<file path="src/rtl/matrix_multiply_transpose_modes_macros.svh">
// assertion helpers used by matrix_multiply_transpose_modes.sv
`ifndef MATRIX_MULTIPLY_TRANSPOSE_MODES_MACROS_SVH
`define MATRIX_MULTIPLY_TRANSPOSE_MODES_MACROS_SVH

// same-cycle implication, off during reset
`define MMT_ASSERT_SAME(label, clk, rstn, ante, cons, msg) \
    label: assert property (@(posedge clk) disable iff (!rstn) (ante) |-> (cons)) \
        else $error(msg);

// next-cycle implication, off during reset
`define MMT_ASSERT_NEXT(label, clk, rstn, ante, cons, msg) \
    label: assert property (@(posedge clk) disable iff (!rstn) (ante) |=> (cons)) \
        else $error(msg);

`endif

</file>
<file path="src/rtl/mmt_ram.sv">
module mmt_ram #(
    parameter int WIDTH = 32,
    parameter int DEPTH = 64
) (
    input  logic                     aclk,
    input  logic                     wr_en,
    input  logic [$clog2(DEPTH)-1:0] wr_addr,
    input  logic [WIDTH-1:0]         wr_data,
    input  logic [$clog2(DEPTH)-1:0] rd_addr,
    output logic [WIDTH-1:0]         rd_data
);

    logic [WIDTH-1:0] mem [DEPTH];
    logic [WIDTH-1:0] rd_data_reg;

    always_ff @(posedge aclk) begin
        if (wr_en) begin
            mem[wr_addr] <= wr_data;
        end
        rd_data_reg <= mem[rd_addr];
    end

    assign rd_data = rd_data_reg;

endmodule

</file>
<file path="config.mk">
export PLATFORM = sky130hd
export DESIGN_NAME = mmt_ram
export DESIGN_NICKNAME = d
export VERILOG_FILES = /design/src/rtl/matrix_multiply_transpose_modes_macros.svh /design/src/rtl/mmt_ram.sv
export SDC_FILE = /design/constraint.sdc
export NUM_CORES = 2
export LEC_CHECK = 0
export ABC_AREA = 1
export BUFFER_PORTS_ARGS = -buffer_cell sky130_fd_sc_hd__buf_4
export CORE_ASPECT_RATIO = 1.1
export CORE_MARGIN = 3
export CORE_UTILIZATION = 45
export DETAILED_ROUTE_END_ITERATION = 12
export PLACE_DENSITY_LB_ADDON = 0.1
export REMOVE_ABC_BUFFERS = 1
export SETUP_SLACK_MARGIN = 0.1
export SYNTH_ARGS = -nofsm -noshare
export SYNTH_HDL_FRONTEND = slang
export SYNTH_SLANG_ARGS = --single-unit
export TNS_END_PERCENT = 10
</file>
<file path="constraint.sdc">
create_clock -name aclk -period 6.8 [get_ports aclk]
set_clock_uncertainty 0.05 [all_clocks]
set_input_delay 1.02 -clock aclk [delete_from_list [all_inputs] [get_ports aclk]]
set_output_delay 1.02 -clock aclk [all_outputs]
set_load 0.01 [all_outputs]
</file>
# Word-level counts from Yosys, hierarchy flattened
# Memory sizes are Yosys's and may differ from the RTL's. A register that Yosys moved wholly into a read port is not among the register bits.
# Cells that the tools add are included.
[op_classes]
addsub = 0
multipliers = 0
div_mod_pow = 0
order_cmp = 0
eq_ne = 0
shift = 0
mux = 2
bitwise = 0
reduce_logical = 0
[ops]
columns = ["cell", "count"]
rows = [
  ["$mux W1", 2],
]
[word_totals]
reg_bits = 0
latchBits = 0
ram_bits = 2048
romBits = 0
in_bits = 46
memories = 1
[mem_list]
columns = ["name", "words", "width", "read_ports", "rd_clocked_by_memory_dff", "write_ports", "line", "text"]
rows = [
  ["mem", 64, 32, 1, 1, 1, "mmt_ram.sv:13", "logic [WIDTH-1:0] mem [DEPTH];"],
]

# Longest topological paths before layout
[logic_depth]
depth_word = 2
depth_mapped = 13

# Worst setup path after synthesis
# No wires, ideal clock.
[synth_path]
path_kind = "input-to-reg"
startpoint = "input port wr_en"
endpoint = "memory mem[48][0] (enable)"
setup_ns = 0.502
t_arrival_ns = 4.648
t_required_ns = 6.248
slack_ns = 1.600
stages = 3
path_buffers = 1
path_cell_list = "clkbuf_1 -> nand4_1 -> nor4_1"
[synth_via]
elab_chain_len = 2
[synth_lines]
columns = ["item", "line", "text"]
rows = [
  ["start, declared", "mmt_ram.sv:6", "input logic wr_en,"],
  ["$mux W1", "mmt_ram.sv:17", "if (wr_en) begin"],
  ["$mux W1 (implied by the code)", "mmt_ram.sv:18", "mem[wr_addr] <= wr_data;"],
  ["end, declared", "mmt_ram.sv:13", ""],
]
# No other way between the ends.

==> results.sh <==
export IMPL_tns_ns=0
export IMPL_hold_buffers=0
export IMPL_grt_pass1_wl_um=359000
export IMPL_cts_made_buffers=208
export IMPL_dp_slack_ns=2.64
export IMPL_largest_reg_flops=2048
export IMPL_finalInstanceArea_mm2=0.0923
export IMPL_synth_area_mm2=0.0827
export IMPL_final_common_cell="nand2_1"
export IMPL_nFillCells=15800
export IMPL_hold_viol=0
export IMPL_antenna_found_initial=21
export IMPL_ctsResizeCount=0
export IMPL_wirelength_um=247000
export IMPL_setup_violations=0
export IMPL_ios=78
export IMPL_synth_cell_types=16
export IMPL_fmax_ghz=0.285
export IMPL_grt_max_degree=174
export IMPL_portBuffers=77
export IMPL_worstMarginPinSlew_ns=1.11
export IMPL_synth_seq_area_share=0.751
export IMPL_place_area_mm2=0.0857
export IMPL_hold_class="in -> reg"
export IMPL_syn2layout_area_growth_pct=11.6
export IMPL_cts_tree="built"
export IMPL_p_per_area_mw_per_mm2=292
export IMPL_outcome="finished clean"
export IMPL_cts_root_buf="clkbuf_16"
export IMPL_irDropWorstVdd_mv=0.298
export IMPL_max_stage_delay_ns=0.42
export IMPL_die_y_um=456
export IMPL_crit_path_cell_trace="buf_8, buf_4, inv_16, buf_12, nand2_1, nand3_1, nand3_1, nand3_1, nand3_1, nand2_1, nand2_1, nand2_1"
export IMPL_die_w_um=415
export IMPL_slew_violations=0
export IMPL_start_util=0.454
export IMPL_cp_start_kind="primary input"
export IMPL_slew_headroom=0.257
export IMPL_synth_cells=6769
export IMPL_grt_use_total=0.258
export IMPL_dp_cells=8920
export IMPL_core_area_mm2=0.182
export IMPL_yosys_warnings=0
export IMPL_cts_htree_levels=4
export IMPL_final_cell_mix="2248 x nand2_1, 2048 x edfxtp_1, 1907 x nand3_1, 213 x clkbuf_16, 169 x buf_4"
export IMPL_rsz0062_at_grt="no"
export IMPL_syn_area_per_cell_um2=12.2
export IMPL_nNetsFinal=6769
export IMPL_dp_hpwl_um=127000
export IMPL_grt_pass1_vias=50500
export IMPL_drtAntennaViolNets=0
export IMPL_synth_seq_cells=2080
export IMPL_path_class="in -> reg"
export IMPL_overflow=0
export IMPL_numClockSinks=2080
export IMPL_cts_setup_buffers=0
export IMPL_via_per_inst=5.70
export IMPL_drive_gt1_frac=0.0800
export IMPL_instances_no_fill=9317
export IMPL_final_core_util=0.507
export IMPL_cap_violations=0
export IMPL_first_pass_iters=5
export IMPL_clk_latency_ns=0.85
export IMPL_r2r_slack_ns=5.01
export IMPL_end_kind="flop"
export IMPL_required_ns=7.47
export IMPL_gp_congestion=0.781
export IMPL_path_clk_slew_ns=0.06
export IMPL_clk_path_buf_depth=3
export IMPL_fin_crit_sh=0.515
export IMPL_num_rows=164
export IMPL_crit_fanout=151
export IMPL_leakage_uw=0.0322
export IMPL_drcViolationCount=0
export IMPL_arrival_ns=4.17
export IMPL_timing_final_ws_setup_ns=3.30
export IMPL_die_area_mm2=0.189
export IMPL_cpMaxStageDelayCell="buf_12"
export IMPL_wire_per_inst_um=26.6
export IMPL_via_count=53100
export IMPL_drt_iter0_markers=5698
export IMPL_fin_crit_ns=3.50
-- cell type report --
class | instances | area, um^2 | share of cell area
multi-input cells | 4228 | 18800 | 0.203
inverters | 12 | 82.6 | 0.000894
well taps | 2407 | 3010 | 0.0326
clock inverters | 107 | 862 | 0.00934
clock buffers | 278 | 5700 | 0.0618
repair buffers | 193 | 1730 | 0.0187
flip-flops and latches | 2080 | 62100 | 0.673
diodes | 12 | 30.0 | 0.000325
-- layer usage --
layer / routed length [um] / GRT usage / up-vias
met3: 14500 / 0.0302 / 385
met4: 7330 / 0.0843 / 2
met1: 106000 / 0.362 / 26800
met5: 13 / 0 / -
li1: - / - / 24100
met2: 120000 / 0.421 / 1922
-- metrics by stage --
stage	power, uW	hold WS [ns]
floorplan	15300	0.670
global placement	16100	0.736
detailed placement	16100	0.725
CTS	27200	0.623
global route	27800	0.663
finish	27000	0.696
-- cells by family (layout without fill, tap and decap cells) --
family | count (synthesis) | count (layout) | share of synthesized area
AND/OR/NAND/NOR | 4228 | 4228 | 0.221
other | 0 | 12 | 0
buffers and inverters | 461 | 590 | 0.0278
flip-flops | 2080 | 2080 | 0.751
-- worst max-delay path: cells and delay by family --
kind / cells / cell delay, ns
buffers and inverters: 4 / 1.22
and+or+nand+nor: 8 / 1.20
-- final timing paths --
kind / from / end / depth (start not counted)
setup / recovery: rd_addr[0] / rd_data[21] / 12
hold reg to reg: mem[50][0] / rd_data[0] / 8
setup reg to reg: mem[3][4] / rd_data[4] / 8
hold / removal: wr_data[19] / mem[20][19] / 1
-- power by group --
part	internal, uW	switching (uW)	total [uW]
combinational	383	1240	1630
sequential	14200	52.1	14200
clock	6290	4840	11100
-- Yosys cell counts --
cell / n / area (um^2)
edfxtp_1: 2048 / 61500
inv_1: 9 / 33.8
buf_2: 282 / 1410
inv_4: 1 / 6.26
nand3_1: 1907 / 9540
nor2_1: 56 / 210
nor4_1: 8 / 50.1
nand2_1: 2248 / 8440
buf_6: 3 / 33.8
buf_8: 2 / 30.0
inv_2: 2 / 7.51
nand4_1: 9 / 56.3
buf_1: 40 / 150
buf_4: 45 / 338
clkbuf_1: 77 / 289
dfxtp_1: 32 / 641
No activity file was read; power rests on OpenSTA's default activity.
