--- config.mk ---
export PLATFORM = sky130hd
export DESIGN_NAME = mmt_mac
export DESIGN_NICKNAME = d
export VERILOG_FILES = /design/src/rtl/matrix_multiply_transpose_modes_macros.svh /design/src/rtl/mmt_pkg.sv /design/src/rtl/mmt_mac.sv
export SDC_FILE = /design/constraint.sdc
export NUM_CORES = 2
export LEC_CHECK = 0
export BUFFER_PORTS_ARGS = -buffer_cell sky130_fd_sc_hd__buf_2
export CAP_MARGIN = 10
export CORE_MARGIN = 5
export CORE_UTILIZATION = 47
export DETAILED_ROUTE_END_ITERATION = 16
export PLACE_DENSITY = 0.75
export SLEW_MARGIN = 20
export SYNTH_ARGS = -nofsm -noshare
export SYNTH_HDL_FRONTEND = slang
export SYNTH_SLANG_ARGS = --single-unit
--- constraint.sdc ---
create_clock -name aclk -period 25.2 [get_ports aclk]
set_input_delay 2.52 -clock aclk [delete_from_list [all_inputs] [get_ports aclk]]
set_output_delay 2.52 -clock aclk [all_outputs]
set_load 0.005 [all_outputs]
--- src/rtl/matrix_multiply_transpose_modes_macros.svh ---
// assertion helpers used by matrix_multiply_transpose_modes.sv
`ifndef MATRIX_MULTIPLY_TRANSPOSE_MODES_MACROS_SVH
`define MATRIX_MULTIPLY_TRANSPOSE_MODES_MACROS_SVH

// same-cycle implication, off during reset
`define MMT_ASSERT_SAME(label, clk, rstn, ante, cons, msg) \
    label: assert property (@(posedge clk) disable iff (!rstn) (ante) |-> (cons)) \
        else $error(msg);

// next-cycle implication, off during reset
`define MMT_ASSERT_NEXT(label, clk, rstn, ante, cons, msg) \
    label: assert property (@(posedge clk) disable iff (!rstn) (ante) |=> (cons)) \
        else $error(msg);

`endif

--- src/rtl/mmt_pkg.sv ---
package mmt_pkg;

    localparam int MAX_DIM     = 8;
    localparam int IDX_W       = 3;
    localparam int DIM_W       = 4;
    localparam int VALUE_W     = 32;
    localparam int PROD_W      = 2 * VALUE_W;
    localparam int FRAC_BITS   = 16;
    localparam int ACC_W       = 52;
    localparam int STORE_DEPTH = 64;
    localparam int ADDR_W      = 2 * IDX_W;

    // item kinds
    localparam logic [1:0] OP_LOAD_A = 2'd0;
    localparam logic [1:0] OP_LOAD_B = 2'd1;
    localparam logic [1:0] OP_START  = 2'd2;

    // product modes
    localparam logic [1:0] MODE_AB  = 2'd0;
    localparam logic [1:0] MODE_ATB = 2'd1;
    localparam logic [1:0] MODE_ABT = 2'd2;

    // register indexes
    localparam logic [1:0] REG_ROWS  = 2'd0;
    localparam logic [1:0] REG_INNER = 2'd1;
    localparam logic [1:0] REG_COLS  = 2'd2;
    localparam logic [1:0] REG_MODE  = 2'd3;

    typedef enum logic [2:0] {
        ST_IDLE,
        ST_READ,
        ST_MUL,
        ST_ACC,
        ST_PUT
    } state_t;

    typedef struct packed {
        logic clear;
        logic mul_en;
        logic acc_en;
    } mac_ctrl_t;

    function automatic logic [DIM_W-1:0] clamp_dim(input logic [DIM_W-1:0] d);
        logic [DIM_W-1:0] r;
        if (d == '0) begin
            r = DIM_W'(1);
        end else if (d > DIM_W'(MAX_DIM)) begin
            r = DIM_W'(MAX_DIM);
        end else begin
            r = d;
        end
        return r;
    endfunction

endpackage

--- src/rtl/mmt_mac.sv ---
module mmt_mac (
    input  logic                          aclk,
    input  mmt_pkg::mac_ctrl_t            ctrl,
    input  logic [mmt_pkg::VALUE_W-1:0]   a_data,
    input  logic [mmt_pkg::VALUE_W-1:0]   b_data,
    output logic [mmt_pkg::VALUE_W-1:0]   sat_value,
    output logic                          sat_flag
);
    import mmt_pkg::*;

    localparam int SHIFT_W = PROD_W - FRAC_BITS;

    localparam logic signed [ACC_W-1:0] ACC_MAX =
        {{(ACC_W-VALUE_W){1'b0}}, 1'b0, {(VALUE_W-1){1'b1}}};
    localparam logic signed [ACC_W-1:0] ACC_MIN =
        {{(ACC_W-VALUE_W){1'b1}}, 1'b1, {(VALUE_W-1){1'b0}}};

    logic signed [PROD_W-1:0] prod_reg;
    logic signed [ACC_W-1:0]  acc_reg;
    logic signed [ACC_W-1:0]  acc_next;
    logic signed [ACC_W-1:0]  term;

    // floor to q16.16 is the arithmetic shift, then sign extension
    assign term = {{(ACC_W-SHIFT_W){prod_reg[PROD_W-1]}}, prod_reg[PROD_W-1:FRAC_BITS]};

    always_comb begin
        acc_next = acc_reg;
        if (ctrl.clear) begin
            acc_next = '0;
        end else if (ctrl.acc_en) begin
            acc_next = acc_reg + term;
        end
    end

    always_ff @(posedge aclk) begin
        if (ctrl.mul_en) begin
            prod_reg <= $signed(a_data) * $signed(b_data);
        end
        acc_reg <= acc_next;
    end

    always_comb begin
        sat_flag  = 1'b0;
        sat_value = acc_reg[VALUE_W-1:0];
        if (acc_reg > ACC_MAX) begin
            sat_flag  = 1'b1;
            sat_value = ACC_MAX[VALUE_W-1:0];
        end else if (acc_reg < ACC_MIN) begin
            sat_flag  = 1'b1;
            sat_value = ACC_MIN[VALUE_W-1:0];
        end
    end

endmodule

Yosys cells after proc, flatten, opt, wreduce, memory -nomap -nowiden

Index checks and enable logic that the tools add are counted.
W data, S select, Z words.

Bits in registers: 116
Bits in latches: 0
RAM bits: 0
Bits in read-only memories: 0
Bits of input ports: 68
Output and inout port bits: 33
Logic and storage cells: 10
Memories: 0

Add/subtract/negate cells: 1
Multipliers: 1
Divide/modulo/power cells: 0
Order comparisons: 2
Eq/ne operators: 0
Shift operators: 0
Multiplexer cells: 4
Bitwise operators: 0
Reductions and logical operators: 0

Operators with widths:

| operator               | count |
|---|---|
| $mul A32 B32 Y64       | 1 |
| $mux W32               | 2 |
| $add A52 B48 Y52       | 1 |
| $gt A52 B32 Y1 const B | 1 |
| $lt A52 B32 Y1 const B | 1 |
| $mux W1                | 2 |

Longest topological paths before layout

Depth in word-level cells: 3
Gate-level depth with buffers: 30
Mapped depth without buffers: 28

Worst setup path after synthesis

No wires, ideal clock.

Path kind: input to register
Start: input a_data[31] in the netlist's numbering
End: register prod_reg[63] (data pin)
Setup time: 0.260 ns
Arrival: 9.814 ns
Setup slack: 15.126 ns
Stages: 30
Path through: clkbuf_1 nand2_1 inv_1 fa_1 inv_1 fa_1 inv_1 fa_1 fa_1 inv_1 fa_1 inv_1 fa_1 inv_1 fa_1 inv_1 fa_1 ha_1 clkbuf_1 a21o_1 a21o_1 a21o_1 a21o_1 a21oi_1 o21ai_0 a21oi_1 o21ai_1 nor4_1 nor3_1 xnor2_1

Longest elaborated chain between the ends: 1

Ends and longest elaborated chain:

| what                 | line          | source |
|---|---|---|
| from (decl)          | mmt_mac.sv:4  | `input logic [mmt_pkg::VALUE_W-1:0] a_data,` |
| $mul A32 B32 Y64     | mmt_mac.sv:37 | `prod_reg <= $signed(a_data) * $signed(b_data);` |
| to (signal assigned) | mmt_mac.sv:37 |  |
| to (decl)            | mmt_mac.sv:18 | `logic signed [PROD_W-1:0] prod_reg;` |

Every way passes these cells.
A chain may end at the register's enable or synchronous reset.

Worst setup path after layout

Ends and elaborated chain as after synthesis.

==> key figures <==
Status
  – Result of the run: finished clean

Clock tree
  – TritonCTS buffer count: 9
  – Register clock-pin slew on the reported worst setup and hold paths: 0.07 ns
  – Clock tree buffer depth: 2
  – Library cell used as clock root buffer: sky130_fd_sc_hd__clkbuf_16
  – Post-cts sizing count: 0
  – Hold_buf cts: 0
  – Post-CTS setup buffer count: 0
  – H-tree depth: 3
  – Clock tree from TritonCTS: done
  – Clock Latency Late Sink: 0.36 ns
  – Number of sinks handled by clock tree synthesis: 100

Critical path
  – Path type of the worst setup path: in -> reg
  – First element of the critical path: a_data[31]
  – Library cell contributing the largest single delay on the critical path: sky130_fd_sc_hd__fa_1
  – Setup slack on the worst flop-to-flop path: ~22 ns
  – Biggest fanout along the worst timing path: 32
  – Reg-to-Reg End: acc_reg[43]
  – Kind of start point of the critical path: input port
  – Worst flop-to-flop path startpoint: prod_reg[17]
  – Dominant cell type by count on the critical path: sky130_fd_sc_hd__fa_1
  – Category of the worst setup path capture point: flip-flop
  – Endpoint of the most critical setup path: prod_reg[63]
  – Crit path arrival time: 10.93 ns
  – Required time of the critical path: 25.32 ns
  – R2R depth: 12
  – Delay of the slowest cell on the worst path: 0.93 ns

Timing
  – Number of failing setup endpoints in the final timing report: 0
  – Maximum clock skew at final layout: around 0.0083 ns
  – Unrepaired setup endpoints after global routing: no
  – Slew at the pin closest to its max-slew limit: 0.988 ns
  – Final slew viol count: 0
  – Achievable frequency: 0.0924 GHz
  – Headroom to the max-slew limit: 0.342
  – Setup tns final: 0 ns
  – Final period utilization: 0.429
  – Hold Fails Final Rpt: 0
  – Final critical path time including I/O delays and setup: about 11 ns

Synthesis
  – Number of enable flip-flop cells after synthesis: 48
  – Share of synthesized flip-flops with an asynchronous set or reset: 0
  – Post-synth top area share: 0.521
  – Mapped Cells: 4426
  – Cell type with the highest aggregate area in the netlist: sky130_fd_sc_hd__fa_1
  – Synth unique cells: 74
  – Synth area leaders: sky130_fd_sc_hd__fa_1, sky130_fd_sc_hd__inv_1, sky130_fd_sc_hd__and2_1, sky130_fd_sc_hd__ha_1, sky130_fd_sc_hd__nand2_1
  – Register area share after synthesis: 0.0597
  – Post-synthesis instance area: 0.0416 mm^2
  – Register bit total from synthesis: 100
  – Syn avg cell area: roughly 9.4 um^2
  – Post-synth top flop: sky130_fd_sc_hd__dfxtp_1
  – Total of warnings raised by yosys: 0
  – Synthesized net count: 5807

Drt
  – Number of violations reported at the end of detailed-routing iteration 0: 1907
  – Detailed-router iteration count before antenna repair: 5
  – Count of vias placed by the detailed router: 29600
  – Final Routed Wirelength: 105000 um
  – Drc violations: 0
  – Number of routed nets with antenna violations: 0
  – Vias per cell: 5.37
  – Final routed wire length divided by cell count: between 15 and 20 um

Die
  – Chip Height: 307 um
  – Die Outline Area: 0.0945 mm^2
  – Die X: around 300 um
  – Top-Level Pins: 101
  – Core region area: 0.0881 mm^2
  – Row count: ~110
  – Starting utilization of the core area: 0.472

Global route
  – Pin count of the biggest net entering global routing: 56
  – Combined global-route utilization of all metal layers: 0.234
  – Overflow after GRT: 0
  – Number of global-route vias before repair: around 33000
  – M3 GR Usage: 0.0433
  – Busiest metal layer after global routing: met2
  – First-pass GRT wire length: 177000 um
  – Antenna violations before repair: 4
  – Grt met1 use: 0.297
  – Global routing usage on met2: 0.403

Cells and area
  – Area added between synthesis and finish: 3.74%
  – Number of flip-flops in the largest register: 52
  – Filler Cells Inserted: 8181
  – Ratio of cells with drive above 1 in the final layout: 0.0369
  – Nets: ~5700

Min path
  – HP Class: reg -> reg

Placement
  – Buffers added on ports: 100
  – Half-perimeter wire length after placement: between 80000 and 90000 um
  – GP Congestion: 0.884

Job
  – Max Cap Viol: 0
## per-stage QoR
| stage | hold slack [ns] | setup slack, ns | cells | area, um^2 | util |
|---|---|---|---|---|---|
| after global placement | 0.480 | 14.14 | 5487 | 42800 | 0.486 |
| after floorplan | 0.458 | 15.13 | 4426 | 41600 | - |
| after global routing | 0.538 | 13.81 | 5504 | 43100 | 0.489 |
| after detailed placement | 0.485 | 13.95 | 5487 | 42800 | 0.486 |
| final | 0.497 | 14.38 | 5504 | 43100 | 0.489 |
| after CTS | 0.498 | 14.34 | 5503 | 43100 | 0.489 |
## area by class of cell
class	instances	area, um^2	area share
Clock inverter	6	45.0	0.00104
Tap cell	1165	1460	0.0338
Sequential cell	100	2480	0.0576
Multi-Input combinational cell	3110	34500	0.801
Antenna cell	1	2.50	0.0000580
Clock buffer	10	229	0.00531
Timing Repair Buffer	119	646	0.0150
Inverter	993	3730	0.0865
## worst max-delay path, delay by kind of cell
family	cells	cell delay (ns)
fa+ha+maj	9	4.74
xor+xnor	1	0.13
compound gates	8	1.24
buf+inv	8	1.72
simple gates	3	0.57
## cell usage in the layout (no fill, tap or decap), types with 5 or more instances in the layout
cell                        synthesis  final
sky130_fd_sc_hd__a211oi_1          12     12
sky130_fd_sc_hd__a21o_1            48     48
sky130_fd_sc_hd__a21oi_1           95     95
sky130_fd_sc_hd__a31oi_1            7      7
sky130_fd_sc_hd__and2_1           506    506
sky130_fd_sc_hd__and3_1            10     10
sky130_fd_sc_hd__buf_2              1     99
sky130_fd_sc_hd__buf_4              0     20
sky130_fd_sc_hd__clkbuf_16          0      9
sky130_fd_sc_hd__dfxtp_1           52     52
sky130_fd_sc_hd__edfxtp_1          48     48
sky130_fd_sc_hd__fa_1            1082   1082
sky130_fd_sc_hd__ha_1             231    231
sky130_fd_sc_hd__inv_1            991    991
sky130_fd_sc_hd__mux2i_1           24     24
sky130_fd_sc_hd__nand2_1          607    607
sky130_fd_sc_hd__nand2b_1          15     15
sky130_fd_sc_hd__nand3_1           27     27
sky130_fd_sc_hd__nand4_1           22     22
sky130_fd_sc_hd__nor2_1           107    107
sky130_fd_sc_hd__nor2b_1           11     11
sky130_fd_sc_hd__nor3_1            23     23
sky130_fd_sc_hd__nor4_1            12     12
sky130_fd_sc_hd__o211ai_1           8      8
sky130_fd_sc_hd__o21a_1            26     26
sky130_fd_sc_hd__o21ai_0           31     31
sky130_fd_sc_hd__o21ai_1           10     10
sky130_fd_sc_hd__o21bai_1          11     11
sky130_fd_sc_hd__o31ai_1            6      5
sky130_fd_sc_hd__or3_1             11     11
sky130_fd_sc_hd__xnor2_1           62     62
sky130_fd_sc_hd__xor2_1            24     24
## layer usage
metal | part of all wire | wire length, um
met5 | 0.000066 | 7
met4 | 0.045 | 4780
met3 | 0.077 | 8120
met1 | 0.39 | 40700
met2 | 0.49 | 51800
## cells by family after synthesis
kind of cell               share of synthesized area
buffers and inverters                          0.110
adders and majority gates                      0.591
muxes                                        0.00578
DFF                                           0.0597
AOI/OAI and AO/OA                             0.0531
and+or+nand+nor                                0.163
xor gates and xnor gates                      0.0181
## synth_stat cells, types with 26 or more instances
cell type	n
sky130_fd_sc_hd__xnor2_1	62
sky130_fd_sc_hd__a21o_1	48
sky130_fd_sc_hd__ha_1	231
sky130_fd_sc_hd__edfxtp_1	48
sky130_fd_sc_hd__a21oi_1	95
sky130_fd_sc_hd__clkbuf_1	220
sky130_fd_sc_hd__o21a_1	26
sky130_fd_sc_hd__nor2_1	107
sky130_fd_sc_hd__dfxtp_1	52
sky130_fd_sc_hd__fa_1	1082
sky130_fd_sc_hd__o21ai_0	31
sky130_fd_sc_hd__nand2_1	607
sky130_fd_sc_hd__and2_1	506
sky130_fd_sc_hd__inv_1	991
sky130_fd_sc_hd__nand3_1	27
## how the worst min path moves through the flow
stage                           from    endpoint  slack, ns  cells after the start
after floorplan           acc_reg[4]  acc_reg[4]       0.46                      2
after global placement    acc_reg[4]  acc_reg[4]       0.48                      2
after detailed placement  acc_reg[4]  acc_reg[4]       0.49                      2
after CTS                 acc_reg[4]  acc_reg[4]       0.50                      2
after global routing      acc_reg[4]  acc_reg[4]       0.54                      2
final                     acc_reg[4]  acc_reg[4]       0.50                      2
Power is not shown: default switching activity piles up to over one toggle a cycle in this logic, so the estimate is an artifact.
